File: src/sv/uer_pkg.sv
// types and constants shared by the ultrasonic echo ranger modules
`default_nettype none
package uer_pkg;

  localparam int unsigned TimerWidth = 16;
  localparam int unsigned PeriodWidth = 17;
  localparam int unsigned ProdWidth = 25;
  localparam int unsigned ScaledWidth = ProdWidth - 4;
  localparam int unsigned RecipWidth = 22;
  localparam int unsigned RecipShift = 28;
  localparam int unsigned DistWidth = 14;
  localparam int unsigned FullWidth = ScaledWidth + RecipWidth;

  localparam logic [ProdWidth-1:0] SoundFactor = ProdWidth'(343);
  localparam logic [ProdWidth-1:0] RoundOffset = ProdWidth'(1000);
  // ceil(2^28 / 125): exact quotient for every 21-bit dividend
  localparam logic [RecipWidth-1:0] Recip125 = RecipWidth'(2147484);
  localparam logic [DistWidth-1:0] MaxDistance = DistWidth'(11240);

  localparam logic [PeriodWidth-1:0] PeriodReset = PeriodWidth'(60000);
  localparam logic [TimerWidth-1:0] MinWidthReset = TimerWidth'(100);
  localparam logic [TimerWidth-1:0] MaxWidthReset = TimerWidth'(38000);

  typedef enum logic [1:0] {
    CFG_PERIOD = 2'd0,
    CFG_MIN_WIDTH = 2'd1,
    CFG_MAX_WIDTH = 2'd2
  } cfg_index_t;

  typedef enum logic [1:0] {
    ST_VALID = 2'd0,
    ST_NO_ECHO = 2'd1,
    ST_BAD = 2'd2
  } status_t;

  typedef struct packed {
    logic period_start;
    logic rise_seen;
    logic [TimerWidth-1:0] rise_time;
    logic fall_seen;
    logic [TimerWidth-1:0] fall_time;
    logic timeout_hit;
    logic capture_overrun;
    logic [31:0] now_ms;
  } event_t;

  typedef struct packed {
    status_t status;
    logic [ProdWidth-1:0] prod;
    logic [31:0] seq;
    logic [31:0] stamp;
  } result_t;

endpackage
`default_nettype wire

File: src/sv/uer_track.sv
// event decode, arm and rise tracking, echo width and bounds check
`default_nettype none
module uer_track (
  input  wire logic clk,
  input  wire logic rst,
  input  wire logic fire,
  input  wire uer_pkg::event_t evt,
  input  wire logic [uer_pkg::PeriodWidth-1:0] echo_period_us,
  input  wire logic [uer_pkg::TimerWidth-1:0] min_width_us,
  input  wire logic [uer_pkg::TimerWidth-1:0] max_width_us,
  output logic hit,
  output uer_pkg::result_t res
);

  logic armed;
  logic armed_next;
  logic rise_held;
  logic rise_held_next;
  logic [uer_pkg::TimerWidth-1:0] held_rise_time;
  logic [uer_pkg::TimerWidth-1:0] held_rise_time_next;
  logic [31:0] sequence_count;
  logic [31:0] sequence_count_next;

  logic armed_eff;
  logic held_eff;
  logic rise_take;
  logic [uer_pkg::TimerWidth-1:0] rise_ref;
  logic [uer_pkg::TimerWidth-1:0] gap;
  logic [uer_pkg::PeriodWidth-1:0] width;
  logic possible;
  logic in_bounds;

  always_comb begin
    armed_eff = evt.period_start | armed;
    held_eff = ~evt.period_start & rise_held;
    rise_take = ~evt.capture_overrun & evt.rise_seen & armed_eff;
    rise_ref = rise_take ? evt.rise_time : held_rise_time;

    // a fall before the rise wraps once through the period; a gap above the period marks the pair impossible
    gap = rise_ref - evt.fall_time;
    possible = 1'b1;
    if (evt.fall_time >= rise_ref) begin
      width = {1'b0, evt.fall_time - rise_ref};
    end else begin
      possible = {1'b0, gap} <= echo_period_us;
      width = echo_period_us - {1'b0, gap};
    end
    in_bounds = possible && (width >= {1'b0, min_width_us}) &&
                (width <= {1'b0, max_width_us});

    hit = 1'b0;
    res.status = uer_pkg::ST_BAD;
    if (evt.capture_overrun) begin
      hit = 1'b1;
    end else if (evt.fall_seen && armed_eff && (rise_take || held_eff)) begin
      hit = 1'b1;
      res.status = in_bounds ? uer_pkg::ST_VALID : uer_pkg::ST_BAD;
    end else if (evt.timeout_hit && armed_eff) begin
      hit = 1'b1;
      res.status = uer_pkg::ST_NO_ECHO;
    end

    res.prod = uer_pkg::ProdWidth'(width[uer_pkg::TimerWidth-1:0]) * uer_pkg::SoundFactor
               + uer_pkg::RoundOffset;
    sequence_count_next = sequence_count + 32'(hit);
    res.seq = sequence_count_next;
    res.stamp = evt.now_ms;

    armed_next = hit ? 1'b0 : armed_eff;
    rise_held_next = rise_take | held_eff;
    held_rise_time_next = rise_ref;
  end

  always_ff @(posedge clk) begin
    if (rst) begin
      armed <= 1'b1;
      rise_held <= 1'b0;
      sequence_count <= '0;
    end else if (fire) begin
      armed <= armed_next;
      rise_held <= rise_held_next;
      sequence_count <= sequence_count_next;
    end
  end

  always_ff @(posedge clk) begin
    if (fire) begin
      held_rise_time <= held_rise_time_next;
    end
  end

endmodule
`default_nettype wire

File: src/sv/uer_scale.sv
// divide the rounded width product by 2000 with a reciprocal multiply
`default_nettype none
module uer_scale (
  input  wire logic [uer_pkg::ProdWidth-1:0] prod,
  output logic [uer_pkg::DistWidth-1:0] mm
);

  logic [uer_pkg::ScaledWidth-1:0] scaled;
  logic [uer_pkg::FullWidth-1:0] full;

  always_comb begin
    // 2000 = 16 * 125: shift out the 16, then multiply by the 125 reciprocal
    scaled = prod[uer_pkg::ProdWidth-1:4];
    full = uer_pkg::FullWidth'(scaled) * uer_pkg::FullWidth'(uer_pkg::Recip125);
    mm = full[uer_pkg::RecipShift + uer_pkg::DistWidth - 1:uer_pkg::RecipShift];
  end

endmodule
`default_nettype wire

File: src/sv/ultrasonic_echo_ranger.sv
// ultrasonic echo ranger top level: config registers and item pipeline
`default_nettype none
// Takes one timer event snapshot per cycle and gives at most one range result
// for it. Three register stages: the snapshot register, where the event logic
// updates the arm and rise state and forms the width product; a scaling stage
// that turns the product into millimetres; and the result register. One
// snapshot can be accepted every cycle; each stage moves on as soon as the
// one after it is free, so a stalled result only holds back input once all
// stages are full. Snapshots that cause no result leave nothing in the later
// stages.
module ultrasonic_echo_ranger (
  input  wire logic clk,
  input  wire logic rst,
  input  wire logic cfg_we,
  input  wire logic [1:0] cfg_index,
  input  wire logic [16:0] cfg_data,
  input  wire logic in_valid,
  output logic in_ready,
  input  wire logic period_start,
  input  wire logic rise_seen,
  input  wire logic [15:0] rise_time,
  input  wire logic fall_seen,
  input  wire logic [15:0] fall_time,
  input  wire logic timeout_hit,
  input  wire logic capture_overrun,
  input  wire logic [31:0] now_ms,
  output logic out_valid,
  input  wire logic out_ready,
  output logic [1:0] result_status,
  output logic [13:0] result_mm,
  output logic [31:0] result_sequence,
  output logic [31:0] stamp_ms
);

  logic [uer_pkg::PeriodWidth-1:0] echo_period_us;
  logic [uer_pkg::TimerWidth-1:0] min_width_us;
  logic [uer_pkg::TimerWidth-1:0] max_width_us;

  logic s0_valid;
  uer_pkg::event_t s0_evt;
  logic s0_fire;
  logic s1_valid;
  uer_pkg::result_t s1_res;
  logic s1_fire;

  logic hit;
  uer_pkg::result_t res;
  logic [uer_pkg::DistWidth-1:0] mm;

  always_ff @(posedge clk) begin
    if (rst) begin
      echo_period_us <= uer_pkg::PeriodReset;
      min_width_us <= uer_pkg::MinWidthReset;
      max_width_us <= uer_pkg::MaxWidthReset;
    end else if (cfg_we) begin
      case (cfg_index)
        uer_pkg::CFG_PERIOD: echo_period_us <= cfg_data;
        uer_pkg::CFG_MIN_WIDTH: min_width_us <= cfg_data[uer_pkg::TimerWidth-1:0];
        uer_pkg::CFG_MAX_WIDTH: max_width_us <= cfg_data[uer_pkg::TimerWidth-1:0];
        default: ;
      endcase
    end
  end

  always_comb begin
    s1_fire = s1_valid && (!out_valid || out_ready);
    s0_fire = s0_valid && (!s1_valid || s1_fire);
    in_ready = !s0_valid || s0_fire;
  end

  always_ff @(posedge clk) begin
    if (rst) begin
      s0_valid <= 1'b0;
      s1_valid <= 1'b0;
      out_valid <= 1'b0;
    end else begin
      if (in_ready) begin
        s0_valid <= in_valid;
      end
      if (s0_fire) begin
        s1_valid <= hit;
      end else if (s1_fire) begin
        s1_valid <= 1'b0;
      end
      if (s1_fire) begin
        out_valid <= 1'b1;
      end else if (out_ready) begin
        out_valid <= 1'b0;
      end
    end
  end

  always_ff @(posedge clk) begin
    if (in_valid && in_ready) begin
      s0_evt.period_start <= period_start;
      s0_evt.rise_seen <= rise_seen;
      s0_evt.rise_time <= rise_time;
      s0_evt.fall_seen <= fall_seen;
      s0_evt.fall_time <= fall_time;
      s0_evt.timeout_hit <= timeout_hit;
      s0_evt.capture_overrun <= capture_overrun;
      s0_evt.now_ms <= now_ms;
    end
    if (s0_fire) begin
      s1_res <= res;
    end
    if (s1_fire) begin
      result_status <= s1_res.status;
      result_mm <= (s1_res.status == uer_pkg::ST_VALID) ? mm : '0;
      result_sequence <= s1_res.seq;
      stamp_ms <= s1_res.stamp;
    end
  end

  uer_track u_track (
    .clk(clk),
    .rst(rst),
    .fire(s0_fire),
    .evt(s0_evt),
    .echo_period_us(echo_period_us),
    .min_width_us(min_width_us),
    .max_width_us(max_width_us),
    .hit(hit),
    .res(res)
  );

  uer_scale u_scale (
    .prod(s1_res.prod),
    .mm(mm)
  );

endmodule
`default_nettype wire

File: config.mk
export PLATFORM = sky130hd
export DESIGN_NAME = ultrasonic_echo_ranger
export DESIGN_NICKNAME = d
export VERILOG_FILES = /design/src/sv/uer_pkg.sv /design/src/sv/uer_track.sv /design/src/sv/uer_scale.sv /design/src/sv/ultrasonic_echo_ranger.sv
export SDC_FILE = /design/constraint.sdc
export NUM_CORES = 1
export LEC_CHECK = 0
export BUFFER_PORTS_ARGS = -buffer_cell sky130_fd_sc_hd__clkbuf_2
export CAP_MARGIN = 20
export CORE_AREA = 2 2 292 294
export DETAILED_ROUTE_END_ITERATION = 8
export DIE_AREA = 0 0 294 296
export MAX_ROUTING_LAYER = met4
export PLACE_DENSITY = 0.55
export SLEW_MARGIN = 20
export SYNTH_ARGS = -nofsm -noshare
export SYNTH_HDL_FRONTEND = slang
export SYNTH_SLANG_ARGS = --single-unit
File: constraint.sdc
create_clock -name clk -period 10.2 [get_ports clk]
set_input_delay 1.53 -clock clk [delete_from_list [all_inputs] [get_ports clk]]
set_output_delay 1.53 -clock clk [all_outputs]
set_load 0.02 [all_outputs]
## Word level (Yosys, flattened, before mapping)

Index checks and enable logic that the tools add are counted.
W data, S select, Z words.

- Register bits after elaboration: 342
- Logic and storage cells: 82

- $lt $le $gt $ge: 4
- Multiply operators: 2
- Equal/unequal tests: 2
- Add/subtract/negate cells: 5
- Multiplexer cells: 14
- Reduce and logical (&&, ||, !) cells: 22
- Bitwise operators: 7

Operators with widths:

| operator | count |
|---|---|
| $mul A21 B20 Y40 const B | 1 |
| $add A32 B1 Y32 | 1 |
| $sub A16 B16 Y16 | 2 |
| $add A25 B10 Y25 const B | 1 |
| $mul A16 B9 Y25 const B | 1 |
| $ge A17 B16 Y1 | 1 |
| $le A16 B17 Y1 | 1 |
| $le A17 B16 Y1 | 1 |
| $mux W17 | 1 |
| $sub A17 B16 Y17 | 1 |
| $ge A16 B16 Y1 | 1 |
| $mux W16 | 1 |
| $mux W1 | 9 |
| $logic_and A1 B1 Y1 | 8 |
| $mux W2 | 3 |
| $reduce_and A2 Y1 | 3 |
| $logic_not A2 Y1 | 2 |
| $logic_or A1 B1 Y1 | 4 |
| $reduce_bool A2 Y1 | 2 |
| $and A1 B1 Y1 | 3 |
| $logic_not A1 Y1 | 3 |
| $eq A2 B1 Y1 const B | 1 |
| $eq A2 B2 Y1 const B | 1 |
| $not A1 Y1 | 2 |
| $or A1 B1 Y1 | 2 |

## Depth between registers and ports, before layout

Gate-level depths: netlist (run 1).

- Depth after elaboration: 12
- Mapped depth: 40

## By module

Synthesis (run 1) repeated with hierarchy kept, for this count alone.

- Cell total of the unflattened synthesis: 2187
- Area, all modules: 24727.5 um^2

By module, submodules not included:

| module | sequential area each (um^2) | area an instance (um^2) | times used | cells each |
|---|---|---|---|---|
| uer_track | 1161.1 | 9464.1 | 1 | 1105 |
| ultrasonic_echo_ranger | 8247.9 | 9432.8 | 1 | 464 |
| uer_scale | 0.0 | 5830.6 | 1 | 618 |

## Worst setup path before layout (run 1)

No wires, ideal clock.

- Path kind: register -> register
- From: register s0_evt[32] (netlist bit)
- To: register s1_res[88] (netlist bit), data pin
- Cell stages (with the launch flop): 38
- Setup slack: 0.814 ns
- Clock period less this slack: 9.386 ns
- Arrival time: 9.126 ns
- Path buffers: 2
- Path through: edfxtp_1 > nor3b_1 > clkbuf_1 > mux2_2 > ha_1 > buf_4 > nor2b_1 > o21ai_0 > a21boi_0 > o21ai_0 > a21boi_0 > o21ai_0 > a21oi_1 > a211oi_1 > xor2_1 > ha_1 > a21oi_1 > a2bb2oi_1 > [2 not listed] > a21oi_1 > xnor2_1 > mux2i_1 > inv_1 > ha_1 > ha_1 > fa_1 > fa_1 > ha_1 > ha_1 > and3_1 > a31oi_1 > a21oi_1 > o2bb2ai_1 > or4_1 > a31o_2 > a21oi_1 > xnor2_1

RTL lines:

| what | RTL line | source |
|---|---|---|
| from (decl) | ultrasonic_echo_ranger.sv:40 | `uer_pkg::event_t s0_evt;` |
| to (signal assigned) | ultrasonic_echo_ranger.sv:105 | `s1_res <= res;` |
| to (decl) | ultrasonic_echo_ranger.sv:43 | `uer_pkg::result_t s1_res;` |

==> metrics.md, run 1 <==
| Metric | Value |
|---|---|
| Post-synth top area share | between 30% and 40% |
| Clock Latency Late Sink | between 0.5 and 0.6 ns |
| Clock Sink Count | 338 |
| Critical path endpoint category | flop |
| CP Launch Type | flop |
| CP dominant cell by count | ha_1 |
| Initial Utilization | 27.71% |
| RSZ-0062 raised after global routing | false |
| Post-Syn Area | approximately 23000 sq um |
| Crit-path max FO | 7 |
| Post-route clock period utilization | ~94% |
| Reg clk slew, reported paths | around 0.060 ns |
| Via count | 14720 |
| Final setup violation count | 0 |
| RePlAce Congestion | 0.8303 |
| Rows | around 110 |
| Run status | complete, no violations |
| Final Util | roughly a third |
| Final WL | ~52 mm |
| Io pins | between 150 and 200 |
| Setup_tns | 0 ns |
| IO Port Bufs | roughly 170 |
| Crit path required time | about 11 ns |
| Sequential area share after synthesis | 39.81% |
| #FFs+latches synth | roughly 340 |
| Top delay family on crit path | compound AO/OA/AOI/OAI gates |
| Arr. time, crit path | a little under 10 ns |
| Tightest Hold Check Type | flop to flop |
| Max-cap violations | 0 |
| Synth warn | 0 |
| Cell Count, Final, Fillers Out | approximately 3400 |
| Initial antenna violation count | 1 |
| Worst-margin pin slew | slightly above 1 ns |
| Syn nets | around 2700 |
| Die X | about 290 um |
| Max Freq | approximately 100 MHz |
| H-tree levels | 2 |
| Dpl cells | around 3300 |
| Netlist cell types | 86 |
| CTS Root Cell | clkbuf_16 |
| Total Routing Usage GR | between 10% and 20% |
| CTS Buffer Depth | 3 |
| Synth Instances | 2081 |
| DRT antenna net count | 0 |
| Initial DRC count | 676 |
| Largest net degree at the start of global routing | a little under 90 |
| Die ar. | between 80000 and 90000 sq um |
| First-pass GRT wire length | 82.15 mm |
| Primary FF master, synth | edfxtp_1 |
| Final HPWL DP | approximately 40 mm |
| Number of fill cells in the layout | about 8500 |
| Vias in the first global route | ~15000 |
| CTS tree | done |
| Vias per inst | roughly 4.3 |
| NumNets Final | ~2900 |
| Max incr delay on CP | 0.49 ns |
| Asr flop ratio synth | 0% |
| Max Slew Vio Count | 0 |
| Slew headroom | 32.17% |
| Bufs and invs on worst path | 1 |
| Clock Skews | ~0.037 ns |
| Leading area contributor after synthesis | edfxtp_1 |
| Syn Area/Cell | between 10 and 15 sq um |
| 1st-pass router iterations | 6 |
| Setup Buffers After CTS | 0 |
| Fin crit period | around 9.5 ns |
| Crit Path Category | flop to flop |
| Hold Fails Final Rpt | 0 |
| Core Region | approximately 84000 sq um |
| Slowest-stage cell, CP | fa_1 |
| Grt total ovfl | 0 |
| Die Height | about 300 um |
| Routed length per instance | 15.27 um |
| Number of CTS-inserted buffers | between 40 and 50 |
| Layout cell share with drive strength beyond 1 | between 10% and 20% |
| Layout area overhead | 15.05% |
| Count of flip-flops with a built-in enable after synthesis | 252 |
| # DRC | 0 |
| Synth top area cells | edfxtp_1, ha_1, fa_1 |
[placed cells by master, fill, tap and decap left out, types with 11 or more instances in the layout]
cell type / instances
clkbuf_2: 173
nor2_1: 108
buf_4: 11
xor2_1: 65
o21bai_1: 11
nor3_1: 17
nand3b_1: 13
a21oi_1: 103
and3_1: 18
a21o_1: 32
ha_1: 344
nand4_1: 13
nand2b_1: 11
mux2_2: 17
nand3_1: 27
clkbuf_16: 42
nor2b_1: 14
dfxtp_1: 86
xnor2_1: 71
edfxtp_1: 252
clkinv_2: 11
nand2_1: 163
inv_1: 342
o21a_1: 11
fa_1: 144
o21ai_0: 42
[routing by layer]
metal | global-route usage (%) | vias to the layer above | part of all wire, %
li1 | - | 7445 | -
met1 | 15.49 | 7002 | 46
met2 | 20.86 | 214 | 49
met3 | 1.859 | 59 | 3.3
met4 | 3.260 | 0 | 2.1
met5 | - | - | 0
[kinds of logic after synthesis]
family                     after synthesis  synth area share [%]
muxes                                   28                 1.453
AOI/OAI and AO/OA                      280                 7.743
adders and majority gates              490                 30.89
and+or+nand+nor                        425                 8.547
xor gates and xnor gates               136                 5.105
buffers and inverters                  384                 6.456
DFF                                    338                 39.81
[cell usage after synthesis (all sizes together) (15+ instances only)]
| library cell | count |
|---|---|
| a21o | 34 |
| nor2 | 109 |
| fa | 144 |
| inv | 344 |
| nor3 | 17 |
| mux2 | 17 |
| ha | 344 |
| and3 | 18 |
| nand3 | 27 |
| edfxtp | 252 |
| xnor2 | 71 |
| a21oi | 105 |
| o21ai | 49 |
| xor2 | 65 |
| dfxtp | 86 |
| clkbuf | 28 |
| nor2b | 15 |
| nand2 | 163 |
[what timing repair did]
action	CTS	global route
hold buffers	0	0
resized for setup	0	3
setup endpoints to repair	0	1
[through the flow]
stage                     area [sq um]  worst slack, ns  hold slack [ns]
final                            26850           0.6566           0.4134
after detailed placement         25480           0.5693           0.4045
after global placement           25480           0.6914           0.4003
after global routing             26850          0.06340           0.4195
after floorplan                  23330           0.8137           0.4003
after CTS                        26810           0.5267           0.4152
[final cells by class]
type                       count  area, sq um  share of cell area, %
clock inverter                29        254.0                 0.9461
antenna                        1        2.502               0.009321
timing repair buffer         187        984.7                  3.668
tap                         1090         1364                  5.080
sequential                   338         9289                  34.60
multi-input combinational   1359        12580                  46.85
inverter                     344         1294                  4.819
clock buffer                  47         1080                  4.022
[flip-flops by register name, summed over array words and instances (netlist names)]
name,count
s1_valid,1
s0_valid,1
max_width_us,16
result_mm,14
u_track.armed,1
min_width_us,16
s1_res,87
u_track.sequence_count,32
echo_period_us,17
out_valid,1
u_track.held_rise_time,16
s0_evt,69
result_sequence,32
u_track.rise_held,1
result_status,2
stamp_ms,32
[path summary, 6_finish.rpt]
kind	depth (start not counted)	endpoint	startpoint	slack [ns]
worst max-delay path	35	s1_res[88]	s0_evt[32]	0.66
worst min register to register	0	stamp_ms[22]	s1_res[22]	0.41
worst min-delay path	0	stamp_ms[22]	s1_res[22]	0.41
worst max register to register	35	s1_res[88]	s0_evt[32]	0.66
Power of run 1 is left out: the tool's default activity adds up to more than one toggle a clock period on the data nets, which glitch-free logic cannot reach.
==> run 2: changes to the inputs <==
--- a/config.mk
+++ b/config.mk
@@ -7,11 +7,13 @@
 export LEC_CHECK = 0
 export BUFFER_PORTS_ARGS = -buffer_cell sky130_fd_sc_hd__clkbuf_2
 export CAP_MARGIN = 20
-export CORE_AREA = 2 2 292 294
+export CORE_AREA = 2 2 198 200
 export DETAILED_ROUTE_END_ITERATION = 8
-export DIE_AREA = 0 0 294 296
+export DIE_AREA = 0 0 200 202
+export GPL_ROUTABILITY_DRIVEN = 0
+export GPL_TIMING_DRIVEN = 0
 export MAX_ROUTING_LAYER = met4
-export PLACE_DENSITY = 0.55
+export PLACE_DENSITY = 0.93
 export SLEW_MARGIN = 20
 export SYNTH_ARGS = -nofsm -noshare
 export SYNTH_HDL_FRONTEND = slang
==> metrics.md, run 2 (synthesized netlist as in run 1, its figures left out) <==
| Metric | Value |
|---|---|
| Clock Sink Count | 338 (unchanged) |
| Critical path endpoint category | flop (unchanged) |
| GR peak layer | met2 (unchanged) |
| Grt met3 use | 4.088% (was 1.859%) |
| Number of CTS-inserted buffers | 35 (was 41) |
| Crit-path max FO | 10 (was 7) |
| Post-place instance area | 25080 sq um (was 25480 sq um) |
| First-pass GRT wire length | 86.94 mm (was 82.15 mm) |
| CTS Buffer Depth | 3 (unchanged) |
| Tightest Hold Check Type | flop to flop (unchanged) |
| ANT cells | 0 (was 1) |
| Routed length per instance | 19.04 um (was 15.27 um) |
| Initial antenna violation count | 0 (was 1) |
| Max-cap violations | 0 (unchanged) |
| Hold Fails Final Rpt | 0 (unchanged) |
| Reg clk slew, reported paths | 0.06 ns (about the same) |
| Largest net degree at the start of global routing | 51 (was 87) |
| Largest register by flop count | s1_res (unchanged) |
| Max Slew Vio Count | 0 (unchanged) |
| Via count | 16465 (was 14720) |
| Area of the multi-input gates | 12620 sq um (was 12580 sq um) |
| Cts hold-fix bufs | 0 (unchanged) |
| Post-route clock period utilization | 96.08% (was 93.56%) |
| Crit path required time | 10.47 ns (was 10.52 ns) |
| Number of fill cells in the layout | 2399 (was 8549) |
| Total Routing Usage GR | 28.23% (was 12.37%) |
| Max reg flops | 87 (unchanged) |
| Fin crit period | 9.801 ns (was 9.543 ns) |
| Setup_tns | 0 ns (unchanged) |
| Die X | 200 um (was 294 um) |
| Most frequent cells in the layout | ha_1, inv_1, edfxtp_1, clkbuf_2, nand2_1 (unchanged) |
| Most common cell after layout, fill and taps aside | ha_1 (unchanged) |
| Vias per inst | 5.769 (was 4.336) |
| Met2 usage | 48.36% (was 20.86%) |
| Register Area | 9290 sq um (was 9289 sq um) |
| 1st-pass router iterations | 5 (was 6) |
| Io pins | 175 (unchanged) |
| Met1 usage | 31.62% (was 15.49%) |
| NumNets Final | 2890 (was 2852) |
| Final WL | 54.35 mm (was 51.85 mm) |
| Die Height | 202 um (was 296 um) |
| Final Util | 69.10% (was 31.88%) |
| Worst-margin pin slew | 0.9563 ns (was 1.017 ns) |
| Hold_ws | 0.4098 ns (was 0.4134 ns) |
| Initial Utilization | 60.95% (was 27.71%) |
| # DRC | 0 (unchanged) |
| Slowest-stage cell, CP | fa_1 (unchanged) |
| Final HPWL DP | 41.06 mm (was 40.02 mm) |
| Slew headroom | 34.42% (was 32.17%) |
| Vias in the first global route | 17479 (was 15033) |
| Run status | complete, no violations (unchanged) |
| Hold depth | 0 (unchanged) |
| Arr. time, crit path | 10.07 ns (was 9.86 ns) |
| Crit Path Category | flop to flop (unchanged) |
| DRT antenna net count | 0 (unchanged) |
| CTS tree | done (unchanged) |
| Layout area overhead | 13.38% (was 15.05%) |
| Worst R2R Path Depth | 39 (was 35) |
| Biggest regs | s1_res: 87 flops, s0_evt: 69 flops (unchanged) |
| RSZ-0062 raised after global routing | false (unchanged) |
| Initial DRC count | 1383 (was 676) |
| IO Port Bufs | 173 (was 174) |
| Die ar. | 40400 sq um (was 87020 sq um) |
| Clock Skews | 0.03176 ns (was 0.03746 ns) |
| R2R setup slack | 0.40 ns (was 0.66 ns) |
| Rows | 72 (was 107) |
| Max incr delay on CP | 0.55 ns (was 0.49 ns) |
| Core Region | 38290 sq um (was 84210 sq um) |
| Final setup violation count | 0 (unchanged) |
| Final instance area | 26460 sq um (was 26850 sq um) |
| Layout cell share with drive strength beyond 1 | 13.57% (was 12.98%) |
| H-tree levels | 2 (unchanged) |
| Grt total ovfl | 0 (unchanged) |
| CP Launch Type | flop (unchanged) |
| Max Freq | 102.0 MHz (was 104.8 MHz) |
| CTS Root Cell | clkbuf_16 (unchanged) |
| Clock Latency Late Sink | 0.55 ns (was 0.58 ns) |
==> run 2: changes by cell type in the layout (fill, tap and decap cells not counted), moves of 4 or more <==
cell	change
clkbuf_1	+27
clkinv_1	-8
buf_16	+6
clkbuf_16	-6
clkinv_2	-5
a21oi_1	-4
o21ai_0	-4
o21ai_1	+4
==> run 2: layout make-up <==
class | count | area share, %
tap | 518 | 2.450
sequential | 338 | 35.11
multi-input combinational | 1359 | 47.68
clock inverter | 18 | 1.055
buffer | 40 | 0.8607
inverter | 344 | 4.881
clock buffer | 46 | 3.623
timing repair buffer | 191 | 4.332
==> run 2: per-stage QoR <==
step / instances / worst slack [ns]
floorplan: 2081 / 0.8137
global placement: 2772 / -0.6217
detailed placement: 2780 / -1.069
CTS: 2845 / 0.09040
global route: 2854 / 0.01352
finish: 2854 / 0.3994
==> run 2: final timing paths <==
kind,startpoint,endpoint
worst max-delay path,u_track.armed,s1_res[88]
worst min-delay path,s0_evt[27],s1_res[27]
worst max register to register,u_track.armed,s1_res[88]
worst min register to register,s0_evt[27],s1_res[27]
==> run 2: critical path: cells and delay by family (launching register included) <==
family | cells | cell delay [ns]
AO/OA/AOI/OAI | 14 | 2.77
XOR/XNOR | 3 | 0.45
adder cells (fa/ha/maj) | 8 | 3.40
buffers and inverters | 5 | 0.46
flip-flops | 1 | 0.39
multiplexers | 2 | 0.79
AND/OR/NAND/NOR | 7 | 1.28
==> run 2: metal layers <==
layer  vias to the layer above  wire [um]
li1                       7523          -
met4                         0       3428
met2                       763      27660
met1                      7929      19740
met3                       250       3517
met5                         -          0
==> run 2: timing repair <==
action / in CTS / in global routing
setup buffers: 1 / 9
gates cloned: 0 / 0
setup endpoints to repair: 12 / 6
pin swaps: 1 / 1
gates resized for setup: 8 / 14
Power of run 2 is left out for the same reason.
